File: src/rtl/bcp_pkg.sv
// ----------------------------------------------------------------------------
// Battery charge policy package
// Shared types, codes and reset constants for the charge policy unit.
// ----------------------------------------------------------------------------
package bcp_pkg;

    localparam int ADC_BITS_DEF = 10;
    localparam int TICK_BITS    = 6;
    localparam int CFG_IDX_BITS = 3;

    // Register reset values
    localparam int PRESENCE_LEVEL_RST   = 100;
    localparam int OFF_LEVEL_RST        = 600;
    localparam int LOW_LEVEL_RST        = 700;
    localparam int GRACE_START_RST      = 2;
    localparam int GRACE_END_RST        = 20;
    localparam int GRACE_DONE_LEVEL_RST = 10;

    typedef enum logic [1:0] {
        OP_TICK     = 2'd0,
        OP_USB      = 2'd1,
        OP_BATT_IRQ = 2'd2
    } op_t;

    typedef enum logic [1:0] {
        USB_NONE = 2'd0,
        USB_UFP  = 2'd1,
        USB_PD   = 2'd2
    } usb_t;

    typedef enum logic [CFG_IDX_BITS-1:0] {
        REG_PRESENCE_LEVEL   = 3'd0,
        REG_OFF_LEVEL        = 3'd1,
        REG_LOW_LEVEL        = 3'd2,
        REG_GRACE_START      = 3'd3,
        REG_GRACE_END        = 3'd4,
        REG_GRACE_DONE_LEVEL = 3'd5
    } reg_idx_t;

    typedef struct packed {
        logic                 battery_present;
        logic                 poe_seen;
        logic                 battery_flat;
        logic                 battery_weak;
        logic [1:0]           usb_mode;
        logic                 presence_debounce;
        logic [TICK_BITS-1:0] grace_ticks;
        logic                 grace_over;
        logic                 charge_enable_held;
        logic                 high_current_held;
        logic                 led_held;
    } bcp_state_t;

    typedef struct packed {
        logic charge_enable;
        logic high_current;
        logic led_on;
        logic power_off_request;
        logic recomputed;
    } bcp_result_t;

endpackage

File: src/rtl/bcp_core.sv
// ----------------------------------------------------------------------------
// Battery charge policy core
// Next-state and drive-level evaluation for one event.
// ----------------------------------------------------------------------------
module bcp_core
    import bcp_pkg::*;
#(
    parameter int ADC_BITS = ADC_BITS_DEF
)
(
    input  bcp_state_t           state,
    input  logic [1:0]           operation,
    input  logic [ADC_BITS-1:0]  adc_sample,
    input  logic                 adc_error,
    input  logic                 poe_present,
    input  logic [1:0]           usb_state,
    input  logic [ADC_BITS-1:0]  presence_level,
    input  logic [ADC_BITS-1:0]  off_level,
    input  logic [ADC_BITS-1:0]  low_level,
    input  logic [TICK_BITS-1:0] grace_start,
    input  logic [TICK_BITS-1:0] grace_end,
    input  logic [TICK_BITS-1:0] grace_done_level,
    output bcp_state_t           state_next,
    output bcp_result_t          result
);

    logic                 present;
    logic                 flat;
    logic                 low_batt;
    logic                 changed;
    logic                 chg;
    logic                 hi;
    logic                 led;
    logic                 off;
    logic [1:0]           usb_norm;
    logic [TICK_BITS-1:0] ticks_inc;
    bcp_state_t           st;

    assign ticks_inc = state.grace_ticks + 1'b1;
    assign usb_norm  = (usb_state == 2'd3) ? USB_PD : usb_state;

    always_comb
    begin
        st       = state;
        present  = 1'b0;
        flat     = 1'b0;
        low_batt = 1'b0;
        changed  = 1'b0;

        case (operation)
            OP_TICK:
            begin
                if (adc_error)
                begin
                    present = 1'b0;
                end
                else if (adc_sample > presence_level)
                begin
                    if (!state.battery_present)
                    begin
                        // two samples in a row above the level
                        if (state.presence_debounce)
                        begin
                            present              = 1'b1;
                            st.presence_debounce = 1'b0;
                        end
                        else
                        begin
                            st.presence_debounce = 1'b1;
                        end
                    end
                    else
                    begin
                        present = 1'b1;
                    end
                    if (adc_sample < off_level)
                        flat = 1'b1;
                    else if (adc_sample < low_level)
                        low_batt = 1'b1;
                end
                else
                begin
                    st.presence_debounce = 1'b0;
                end

                if (!state.grace_over)
                begin
                    st.grace_ticks = ticks_inc;
                    if (ticks_inc < grace_end && ticks_inc > grace_start)
                        present = 1'b1;
                    else if (ticks_inc >= grace_done_level)
                        st.grace_over = 1'b1;
                end

                if (present != state.battery_present || poe_present != state.poe_seen ||
                    flat != state.battery_flat || low_batt != state.battery_weak)
                begin
                    st.battery_present = present;
                    st.poe_seen        = poe_present;
                    st.battery_flat    = flat;
                    st.battery_weak    = low_batt;
                    changed            = 1'b1;
                end
            end
            OP_USB:
            begin
                if (usb_norm != state.usb_mode)
                begin
                    st.usb_mode = usb_norm;
                    changed     = 1'b1;
                end
            end
            OP_BATT_IRQ:
            begin
                if (!state.battery_present)
                begin
                    st.battery_present = 1'b1;
                    changed            = 1'b1;
                end
            end
            default:
            begin
                st = state;
            end
        endcase
    end

    // Drive levels from the updated flags
    always_comb
    begin
        chg = 1'b0;
        hi  = 1'b0;
        led = 1'b0;
        off = 1'b0;
        if (st.battery_present)
        begin
            if (st.poe_seen)
            begin
                chg = 1'b1;
                hi  = 1'b1;
            end
            else if (st.usb_mode != USB_NONE)
            begin
                chg = !(st.usb_mode == USB_UFP && !st.grace_over);
                hi  = (st.usb_mode == USB_PD);
            end
            else if (st.battery_weak)
            begin
                led = 1'b1;
            end
            else if (st.battery_flat)
            begin
                off = 1'b1;
            end
        end
    end

    always_comb
    begin
        state_next = st;
        if (changed)
        begin
            state_next.charge_enable_held = chg;
            state_next.high_current_held  = chg && hi;
            state_next.led_held           = led;
        end
        result.charge_enable     = state_next.charge_enable_held;
        result.high_current      = state_next.high_current_held;
        result.led_on            = state_next.led_held;
        result.power_off_request = changed && off;
        result.recomputed        = changed;
    end

endmodule

File: src/rtl/battery_charge_policy_unit.sv
// Path: an accepted beat goes to the input register, its result beat to the
// result register. Throughput: one event per cycle while not stalled; the
// input register takes a beat while a result waits stalled, if it is empty.
// Reset: asynchronous, active low; clears the policy state and the valid
// flags and loads the threshold registers with their default levels.
// ----------------------------------------------------------------------------
// Battery charge policy unit
// Tracks battery presence, level and charge source; drives charger controls.
// ----------------------------------------------------------------------------
module battery_charge_policy_unit
    import bcp_pkg::*;
#(
    parameter int ADC_BITS = ADC_BITS_DEF
)
(
    input  logic                    clk,
    input  logic                    rst_n,
    // configuration
    input  logic                    cfg_write,
    input  logic [CFG_IDX_BITS-1:0] cfg_index,
    input  logic [ADC_BITS-1:0]     cfg_data,
    // event channel
    input  logic                    in_valid,
    output logic                    in_stall,
    input  logic [1:0]              operation,
    input  logic [ADC_BITS-1:0]     adc_sample,
    input  logic                    adc_error,
    input  logic                    poe_present,
    input  logic [1:0]              usb_state,
    // result channel
    output logic                    out_valid,
    input  logic                    out_stall,
    output logic                    charge_enable,
    output logic                    high_current,
    output logic                    led_on,
    output logic                    power_off_request,
    output logic                    recomputed
);

    logic [ADC_BITS-1:0]  presence_level_reg;
    logic [ADC_BITS-1:0]  off_level_reg;
    logic [ADC_BITS-1:0]  low_level_reg;
    logic [TICK_BITS-1:0] grace_start_reg;
    logic [TICK_BITS-1:0] grace_end_reg;
    logic [TICK_BITS-1:0] grace_done_level_reg;

    logic                 s1_valid_reg;
    logic [1:0]           op_reg;
    logic [ADC_BITS-1:0]  adc_reg;
    logic                 err_reg;
    logic                 poe_reg;
    logic [1:0]           usb_reg;

    logic                 out_valid_reg;
    bcp_result_t          res_reg;
    bcp_result_t          res_next;

    bcp_state_t           state_reg;
    bcp_state_t           state_next;

    logic                 s2_load;
    logic                 s1_fire;
    logic                 in_accept;

    assign s2_load   = !out_valid_reg || !out_stall;
    assign s1_fire   = s1_valid_reg && s2_load;
    assign in_stall  = s1_valid_reg && !s2_load;
    assign in_accept = in_valid && !in_stall;

    // Configuration registers
    always_ff @(posedge clk or negedge rst_n)
    begin
        if (!rst_n)
        begin
            presence_level_reg   <= ADC_BITS'(PRESENCE_LEVEL_RST);
            off_level_reg        <= ADC_BITS'(OFF_LEVEL_RST);
            low_level_reg        <= ADC_BITS'(LOW_LEVEL_RST);
            grace_start_reg      <= TICK_BITS'(GRACE_START_RST);
            grace_end_reg        <= TICK_BITS'(GRACE_END_RST);
            grace_done_level_reg <= TICK_BITS'(GRACE_DONE_LEVEL_RST);
        end
        else if (cfg_write)
        begin
            unique case (cfg_index)
                REG_PRESENCE_LEVEL:   presence_level_reg   <= cfg_data;
                REG_OFF_LEVEL:        off_level_reg        <= cfg_data;
                REG_LOW_LEVEL:        low_level_reg        <= cfg_data;
                REG_GRACE_START:      grace_start_reg      <= cfg_data[TICK_BITS-1:0];
                REG_GRACE_END:        grace_end_reg        <= cfg_data[TICK_BITS-1:0];
                REG_GRACE_DONE_LEVEL: grace_done_level_reg <= cfg_data[TICK_BITS-1:0];
                default:              ;
            endcase
        end
    end

    // Input register
    always_ff @(posedge clk or negedge rst_n)
    begin
        if (!rst_n)
            s1_valid_reg <= 1'b0;
        else if (in_accept)
            s1_valid_reg <= 1'b1;
        else if (s1_fire)
            s1_valid_reg <= 1'b0;
    end

    always_ff @(posedge clk)
    begin
        if (in_accept)
        begin
            op_reg  <= operation;
            adc_reg <= adc_sample;
            err_reg <= adc_error;
            poe_reg <= poe_present;
            usb_reg <= usb_state;
        end
    end

    bcp_core #(
        .ADC_BITS (ADC_BITS)
    ) u_core (
        .state            (state_reg),
        .operation        (op_reg),
        .adc_sample       (adc_reg),
        .adc_error        (err_reg),
        .poe_present      (poe_reg),
        .usb_state        (usb_reg),
        .presence_level   (presence_level_reg),
        .off_level        (off_level_reg),
        .low_level        (low_level_reg),
        .grace_start      (grace_start_reg),
        .grace_end        (grace_end_reg),
        .grace_done_level (grace_done_level_reg),
        .state_next       (state_next),
        .result           (res_next)
    );

    // Policy state advances as a beat moves into the result register
    always_ff @(posedge clk or negedge rst_n)
    begin
        if (!rst_n)
            state_reg <= '0;
        else if (s1_fire)
            state_reg <= state_next;
    end

    always_ff @(posedge clk or negedge rst_n)
    begin
        if (!rst_n)
            out_valid_reg <= 1'b0;
        else if (s1_fire)
            out_valid_reg <= 1'b1;
        else if (!out_stall)
            out_valid_reg <= 1'b0;
    end

    always_ff @(posedge clk)
    begin
        if (s1_fire)
            res_reg <= res_next;
    end

    assign out_valid         = out_valid_reg;
    assign charge_enable     = res_reg.charge_enable;
    assign high_current      = res_reg.high_current;
    assign led_on            = res_reg.led_on;
    assign power_off_request = res_reg.power_off_request;
    assign recomputed        = res_reg.recomputed;

endmodule

File: config.mk
export PLATFORM = sky130hd
export DESIGN_NAME = battery_charge_policy_unit
export DESIGN_NICKNAME = d
export VERILOG_FILES = /design/src/rtl/bcp_pkg.sv /design/src/rtl/bcp_core.sv /design/src/rtl/battery_charge_policy_unit.sv
export SDC_FILE = /design/constraint.sdc
export NUM_CORES = 1
export LEC_CHECK = 0
export BUFFER_PORTS_ARGS = -buffer_cell sky130_fd_sc_hd__buf_4
export CAP_MARGIN = 0
export CORE_ASPECT_RATIO = 0.75
export CORE_MARGIN = 2
export CORE_UTILIZATION = 60
export CTS_CLUSTER_SIZE = 24
export DETAILED_ROUTE_END_ITERATION = 8
export PLACE_DENSITY_LB_ADDON = 0.05
export SLEW_MARGIN = 20
export SYNTH_ARGS = -nofsm -noshare
export SYNTH_HDL_FRONTEND = slang
export SYNTH_HIERARCHICAL = 1
export SYNTH_SLANG_ARGS = --single-unit
File: constraint.sdc
create_clock -name clk -period 4 [get_ports clk]
set_input_delay 0.2 -clock clk [delete_from_list [all_inputs] [get_ports clk]]
set_output_delay 0.2 -clock clk [all_outputs]
set_load 0.02 [all_outputs]
==> metrics, run 1 <==
Cell Chain, Critical Path ha_1 > nand3_1 > xnor2_1 > ha_1 > a21oi_1 > nand2_1 > a221o_1 > o2111ai_1 > o22a_1 > xnor2_1 > a311oi_2 > o21ai_2 > mux2_1 > mux2_2; Overall Power 3.06 mW; post-route clock period utilization 90.7%; switching share of power 31.6%; PostCTS Resize Cnt 0; Iter 0 DRT Violations 124; total negative slack 0 ns; startpoint class of the critical path flop; HP Class in2reg; CTS tree built; number of flip-flops in the largest register 17; Mapped Cells 399; final setup fails 0; Slew Viols, Final 0; worst r2r src state_reg[4]; Synth cell types 54; Seq pwr share 42.4%; maximum root-to-sink buffer count 2; crit path time final 3.63 ns; WHS 0.0312 ns; Int Power 2.09 mW; Clk network pwr share between 20 and 25%; post-synthesis sequential area ratio 46.7%; Core Region between 7000 and 8000 sq um; sw power between 0.9 and 1 mW; Tightest Pin Transition around 0.86 ns; n_diodes 0; Largest stage delay, worst path 0.48 ns; clock slew at reported path FFs 0.09 ns; die area between 9000 and 10000 sq um; Die H approximately 83 um; combinational fraction of design power 32.8%; Worst slew margin between 40 and 50%; Max Clock Freq 276 MHz; Nets 539; CP Max Fanout 7; Die W 109 um; final WL 9370 um; pre-CTS worst setup slack between 0.4 and 0.5 ns; first-pass GRT wire length about 16000 um; max cap viols 0; Inst Count DP 535; power per cell area 531 nW/um^2; syn_nets 480; final hold vios 0; H-tree lvl count 3; fraction of registers with async set/reset 76.1%; Post-synth EDFFs 21; critical path required time approximately 4.3 ns; Worst Setup End Kind flop; remaining antenna violation count 0; RSZ-0062 raised after global routing no; first drt pass iteration count 4; number of global-route vias before repair 3268; Via-to-Cell Ratio 5.55; CTS Buf Count 9; GPL Wtd Cong 0.877; Synth Area per Inst around 12 sq um; Fin Clk Skew 0.0111 ns; layout cells sized above 1 between 30 and 40%; Crit-path slowest cell dfrtp_1; crit path kind reg2reg; drt wl/cell 16.5 um; Synth Flop Type dfrtp_1; port bufs 40; run status completed; CP arrival 3.89 ns; # rows 28; Worst Setup SP state_reg[4]; start point of the worst hold path in_valid; final worst setup slack 0.370 ns; DR DRC count 0; Final Non-Filler Cells between 500 and 600; Clock Latency Late Sink 0.37 ns; GRT Overall Usage 22.5%; Starting Density about 62%; area growth from synthesis to layout 15.5%; Sink Count a little under 90; Congestion Overflow GR 0; Yosys reg bits 88; Final HPWL DP 6640 um; antenna violations before repair 0; CP Buf/Inv Count 0; vias between 3000 and 4000; Yosys warning total 6; worst vdd ir 0.000468 V; largest net degree at the start of global routing 68; family with the most delay on the worst path compound AO/OA/AOI/OAI gates; CTS root buf clkbuf_8; synthesized cell area 4980 sq um; I/O pin count 41; LEAKAGE 2.69 nW
-- what timing repair did --
item                                   CTS  global route
hold buffers                            17             0
endpoints found under the hold margin   65             0
buffers inserted                         0             0
-- cells by family after synthesis --
group	Yosys count	share of synthesized area, %
simple gates	65	7.71
fa+ha+maj	47	11.8
compound gates	54	8.19
buf+inv	63	5.67
mux	71	18.0
flops	88	46.7
xor+xnor	11	1.93
-- layout by cell type (no fill, tap or decap), drive strengths merged, types with 7 or more instances in the layout --
| cell | instances |
|---|---|
| a21oi | 16 |
| clkbuf | 9 |
| dfstp | 18 |
| edfxtp | 21 |
| dfrtp | 49 |
| nand2b | 7 |
| nor2 | 8 |
| dlygate4sd3 | 17 |
| nand3 | 7 |
| o21ai | 10 |
| inv | 56 |
| buf | 41 |
| mux2 | 69 |
| nand2 | 16 |
| ha | 47 |
-- cells in the mapped netlist (all sizes together) (7+ instances only) --
master   n  area [sq um]
edfxtp  21           631
dfstp   18           473
inv     53           199
nand3    7          35.0
nand2   16          60.1
ha      47           588
nand2b   7          43.8
buf     10          83.8
o21ai   10          53.8
a21oi   16          80.1
mux2    69           875
dfrtp   49          1230
nor2     8          30.0
-- path summary, 6_finish.rpt --
path / endpoint / slack (ns) / depth (start not counted)
setup / recovery: state_reg[2] / 0.37 / 14
max in group asynchronous: off_level_reg[8] / 2.97 / 2
setup reg to reg: state_reg[2] / 0.37 / 14
hold / removal: s1_valid_reg / 0.03 / 2
min in group asynchronous: off_level_reg[2] / 0.47 / 2
hold reg to reg: state_reg[1] / 0.51 / 1
-- per-stage QoR --
stage | utilization (%) | cell area (sq um)
2_1_floorplan | - | 4980
3_3_place_gp | 66.8 | 5340
3_5_place_dp | 66.8 | 5340
4_1_cts | 72.1 | 5760
5_1_grt | 72.1 | 5760
6_report | 72.1 | 5760
-- per-layer routing --
layer,GRT usage (%),vias up,part of all wire [%]
li1,-,1530,-
met1,30.6,1554,50
met2,35.3,56,45
met3,6.36,10,4.1
met4,5.98,0,1.1
met5,0,-,0
-- cell type report --
type,instances,area [sq um]
multi-input cells,248,2370
well taps,105,131
repair buffers,58,478
flip-flops and latches,88,2330
clock buffers,9,124
clock inverters,7,124
inverters,53,199
fillers,554,2230
-- power groups by stage --
stage	Combinational [mW]	Clock (mW)	Sequential, mW
finish	1.00	0.758	1.30
global route	1.12	0.804	1.32
CTS	1.00	0.777	1.30
detailed placement	0.980	0	1.31
global placement	0.946	0	1.30
floorplan	0.760	0	1.28
Note: power is estimated with default switching activity, not from simulation.
==> inputs of run 2 (changes only) <==
--- a/config.mk
+++ b/config.mk
@@ -9,7 +9,7 @@
 export CAP_MARGIN = 0
 export CORE_ASPECT_RATIO = 0.75
 export CORE_MARGIN = 2
-export CORE_UTILIZATION = 60
+export CORE_UTILIZATION = 40
 export CTS_CLUSTER_SIZE = 24
 export DETAILED_ROUTE_END_ITERATION = 8
 export PLACE_DENSITY_LB_ADDON = 0.05
==> run 2 against run 1 <==
  * The run now ends with negative hold slack left
  * Critical path depth shrank 1
  * Sequential power about the same
  * Die area is 48% higher
  * First-iteration DRC count up 35%
  * Worst setup slack better by 0.042 ns
  * Non-clock buffer count fell by 18
  * Global-route usage is 6.2 points lower
  * Via count down 4.5%
  * Critical path type unchanged
==> metrics, run 2 (synthesis results as in run 1) <==
run status finished, violations left; failing checks negative hold slack; # rows 35; post-layout util 47.0%; GRT Overall Usage 16.3%; Iter 0 DRT Violations 168; Die H 101 um; Worst slew margin between 30 and 40%; Worst Setup SP state_reg[4]; largest net degree at the start of global routing a little under 70; maximum root-to-sink buffer count 2; CP arrival 3.82 ns; Die W 133 um; startpoint class of the critical path flop; Fin Clk Skew approximately 0.007 ns; n_diodes 0; Max Clock Freq around 280 MHz; Final HPWL DP 7170 um; Worst Setup EP state_reg[2]; post-CTS setup buffer count 0; die area 13400 sq um; final setup fails 0; DR DRC count 0; crit path kind reg2reg; hold_buf cts 0; Via-to-Cell Ratio 4.92; Crit-path slowest cell dfrtp_1; flop2flop setup slack 0.41 ns; I/O pin count 41; most common cell after layout, fill and taps aside inv_1; critical path required time 4.23 ns; vias 3008; GPL Wtd Cong about 0.80; layout cells sized above 1 33.7%; Clock Latency Late Sink around 0.34 ns; final WL 9820 um; RSZ-0062 raised after global routing no; Largest stage delay, worst path 0.48 ns; worst r2r path cells 13; number of global-route vias before repair 3123; CP Max Fanout 7; PostCTS Resize Cnt 0; post-route clock period utilization about nine tenths; fillers 1141; final hold vios 17; WHS -0.0271 ns; clock slew at reported path FFs 0.07 ns; Core Region 12200 sq um; worst vdd ir between 0.0002 and 0.00025 V; HP Class in2async; port bufs 40; CTS tree built; Starting Density between 40% and 50%; Cell Chain, Critical Path nand3_1 > nor2_1 > xor2_1 > ha_1 > and4_1 > a31oi_1 > o2111ai_1 > o22a_1 > xnor2_1 > a311oi_2 > o21ai_2 > mux2_1 > mux2_2; most frequent cells in the layout inv_1 (52), dfrtp_1 (49), ha_1 (47), buf_4 (40), mux2_2 (39); first drt pass iteration count 4; multi-input logic area 2390 sq um; max cap viols 0; Nets 521; area growth from synthesis to layout 15.3%; Reg area between 2000 and 2500 sq um; number of flip-flops in the largest register 17; remaining antenna violation count 0; worst r2r src state_reg[4]; total negative slack 0 ns; Slew Viols, Final 0; Sink Count 88; CTS Buf Count 9; crit path time final 3.59 ns; power per cell area roughly 560 nW/um^2; first-pass GRT wire length 16700 um; LEAKAGE 2.66 nW; Tightest Pin Transition 0.904 ns; CTS root buf clkbuf_16; H-tree lvl count 3; Congestion Overflow GR 0; antenna violations before repair 0; r2r endpoint state_reg[2]; drt wl/cell 16.1 um; Worst Setup End Kind flop
## run 2: cell count changes in the layout (fill, tap and decap cells not counted), moves of 2 or more
| cell | previous run | this run |
|---|---|---|
| clkbuf_16 | 0 | 9 |
| dlygate4sd3_1 | 17 | 0 |
| clkbuf_8 | 9 | 0 |
| inv_6 | 3 | 1 |
## run 2: where the power goes
group	switching [mW]	internal, mW	leakage (nW)
clock	0.359	0.551	0.149
combinational	0.484	0.510	1.52
sequential	0.143	1.15	0.990
## run 2: through the flow
stage	hold WS, ns	area, sq um	worst slack (ns)	instances	total power, mW
global route	0.0127	5750	0.109	611	3.44
global placement	0.378	5420	0.479	595	2.28
floorplan	-0.0956	4980	0.678	399	2.04
finish	-0.0271	5750	0.412	611	3.20
CTS	0.0131	5740	0.352	611	3.24
detailed placement	0.379	5420	0.370	595	2.31
## run 2: worst min-delay path by stage
stage             startpoint                       to  slack (ns)  cells after the start
6_report               rst_n         off_level_reg[2]       -0.03                      1
5_1_grt         operation[1]                op_reg[1]        0.01                      1
4_1_cts                rst_n         grace_end_reg[5]        0.01                      1
3_5_place_dp           rst_n         off_level_reg[2]        0.38                      1
3_3_place_gp   adc_sample[6]               adc_reg[6]        0.38                      1
2_1_floorplan          rst_n  grace_done_level_reg[0]        -0.1                      0
## run 2: cell type report
class,count,area share [%]
inverter,53,3.46
clock inverter,6,1.61
sequential,88,40.5
multi-input combinational,248,41.6
tap,166,3.61
clock buffer,10,3.99
timing repair buffer,40,5.23
## run 2: routing by layer
layer  wire, um  GRT usage [%]  vias to the layer above
met2       4050           23.4                       49
met1       5250           24.3                     1450
met3        433           4.47                        7
li1           -              -                     1502
met4         85           4.05                        0
met5          0              0                        -
## run 2: critical path, delay by kind of cell, from the launching register on
kind | cells | cell delay [ns]
multiplexers | 2 | 0.64
adder cells (fa/ha/maj) | 1 | 0.31
XOR/XNOR | 2 | 0.50
AND/OR/NAND/NOR | 3 | 0.58
flip-flops | 1 | 0.48
AO/OA/AOI/OAI | 5 | 0.98
==> inputs of run 3 (changes only) <==
==> constraint.sdc (replaced) <==
create_clock -name clk -period 4 [get_ports clk]
set_input_delay 1.2 -clock clk [delete_from_list [all_inputs] [get_ports clk]]
set_output_delay 1.2 -clock clk [all_outputs]
set_load 0.02 [all_outputs]
==> run 3 against run 2 <==
  * Die area is the same
  * Critical endpoint is now state_reg[1]
  * Clock-buffer cell count unchanged
  * Non-clock buffer count increased by 1
  * Power up 1.3%
  * First-iteration DRC count fell by 38%
  * The run now ends clean
  * Flip-flop and latch count unchanged
  * Hold slack better by 0.52 ns
  * Maximum frequency decreased by 2.3%
  * Routed wire length rose by 0.87%
  * Highest routed layer unchanged
==> metrics, run 3 (synthesis results as in run 1) <==
LEAKAGE ~2.7 nW; first-pass GRT wire length 17000 um; CTS tree built; Die W 133 um; post-route clock period utilization between 90% and 100%; Tightest Pin Transition 0.927 ns; Clock Latency Late Sink approximately 0.34 ns; Final HPWL DP just over 7000 um; critical path required time between 4 and 5 ns; final worst setup slack between 0.3 and 0.4 ns; Iter 0 DRT Violations 105; Nets 522; crit path kind reg2reg; crit path time final 3.67 ns; vias just over 3000; die area 13400 sq um; post-CTS setup buffer count 0; Worst Setup End Kind flop; sw power about 0.97 mW; switching share of power 29.9%; H-tree lvl count 3; Slew Viols, Final 0; maximum root-to-sink buffer count 2; antenna violations before repair 0; fillers 1096; CTS Buf Count 9; hold_buf cts 0; Crit-path slowest cell dfrtp_1; CP arrival 3.90 ns; most frequent cells in the layout inv_1 (52), dfrtp_1 (49), ha_1 (47), buf_4 (41), mux2_2 (39); family with the most delay on the worst path compound AO/OA/AOI/OAI gates; final hold vios 0; Worst slew margin between 30% and 40%; multi-input logic area 2370 sq um; number of global-route vias before repair ~3200; Max Clock Freq 272 MHz; final WL 9910 um; GRT Overall Usage 16.6%; drt wl/cell 16.2 um; Sink Count 88; # rows 35; PostCTS Resize Cnt 0; Int Power 2.27 mW; pre-CTS worst setup slack approximately 0.34 ns; Reg area 2330 sq um; max cap viols 0; combinational fraction of design power between 30% and 40%; Core Region ~12000 sq um; Congestion Overflow GR 0; area growth from synthesis to layout 15.4%; clock slew at reported path FFs 0.07 ns; run status completed; CP Buf/Inv Count 0; DR DRC count 0; Clk network pwr share between 20 and 30%; final setup fails 0; number of flip-flops in the largest register 17; worst vdd ir 0.000240 V; Cell Chain, Critical Path ha_1 > nand3_1 > xnor2_1 > ha_1 > and4_1 > a31oi_1 > o2111ai_1 > o22a_1 > xnor2_1 > a311oi_2 > o21ai_2 > mux2_1 > mux2_2; CTS root buf clkbuf_16; Largest stage delay, worst path 0.47 ns; power per cell area about 560 nW/um^2; CP Max Fanout 7; RSZ-0062 raised after global routing no; GPL Wtd Cong 0.794; total negative slack 0 ns; port bufs 40; startpoint class of the critical path flop; first drt pass iteration count 4; largest net degree at the start of global routing 68; Fin Clk Skew 0.00636 ns; HP Class reg2reg; I/O pin count 41; layout cells sized above 1 33.6%; Die H approximately 100 um; Via-to-Cell Ratio 4.95; Starting Density 40.8%; Seq pwr share 39.9%; remaining antenna violation count 0; n_diodes 0; most common cell after layout, fill and taps aside inv_1
==> run 3: worst paths after layout <==
check                      cells after the start          from  slack, ns                    end
max                                           13  state_reg[4]       0.33           state_reg[1]
min                                            1  s1_valid_reg       0.50              out_valid
max reg2reg                                   13  state_reg[4]       0.33           state_reg[1]
min reg2reg                                    1  s1_valid_reg       0.50              out_valid
max in group asynchronous                      1         rst_n       2.44  presence_level_reg[9]
min in group asynchronous                      1         rst_n       1.00       off_level_reg[2]
==> run 3: routing by layer <==
layer  wire [um]  vias up  track usage (%)
met5           0        -                0
met4         109        0             4.47
met3         362        9             4.17
met2        4080       52             24.8
met1        5350     1471             24.0
li1            -     1499                -
==> run 3: through the flow <==
stage | hold slack [ns] | utilization (%) | instances | power [mW] | cell area (sq um)
6_report | 0.496 | 47.1 | 612 | 3.24 | 5750
4_1_cts | 0.498 | 47.1 | 612 | 3.28 | 5750
3_3_place_gp | 0.471 | 44.3 | 596 | 2.28 | 5420
5_1_grt | 0.515 | 47.1 | 612 | 3.48 | 5750
3_5_place_dp | 0.486 | 44.3 | 596 | 2.30 | 5420
2_1_floorplan | 0.452 | - | 399 | 2.04 | 4980
==> run 3: worst reg2reg max path, cell delays in order, from the launching register on <==
cell	delay [ns]
dfrtp_1	0.47
ha_1	0.25
nand3_1	0.14
xnor2_1	0.32
ha_1	0.33
and4_1	0.23
a31oi_1	0.22
o2111ai_1	0.22
o22a_1	0.27
xnor2_1	0.18
a311oi_2	0.06
o21ai_2	0.25
mux2_1	0.36
mux2_2	0.26
==> run 3: final cells by class <==
class                      count  area share (%)
clock buffer                  10            3.98
multi-input combinational    248            41.2
timing repair buffer          41            5.35
clock inverter                 6            1.89
inverter                      53            3.46
tap                          166            3.61
sequential                    88            40.5
==> run 3: power by group through the flow <==
| stage | registers [mW] | logic [mW] | clock network, mW |
|---|---|---|---|
| detailed placement | 1.31 | 0.995 | 0 |
| CTS | 1.30 | 1.00 | 0.985 |
| finish | 1.29 | 0.991 | 0.956 |
| global route | 1.33 | 1.14 | 1.02 |
| floorplan | 1.28 | 0.760 | 0 |
| global placement | 1.31 | 0.975 | 0 |
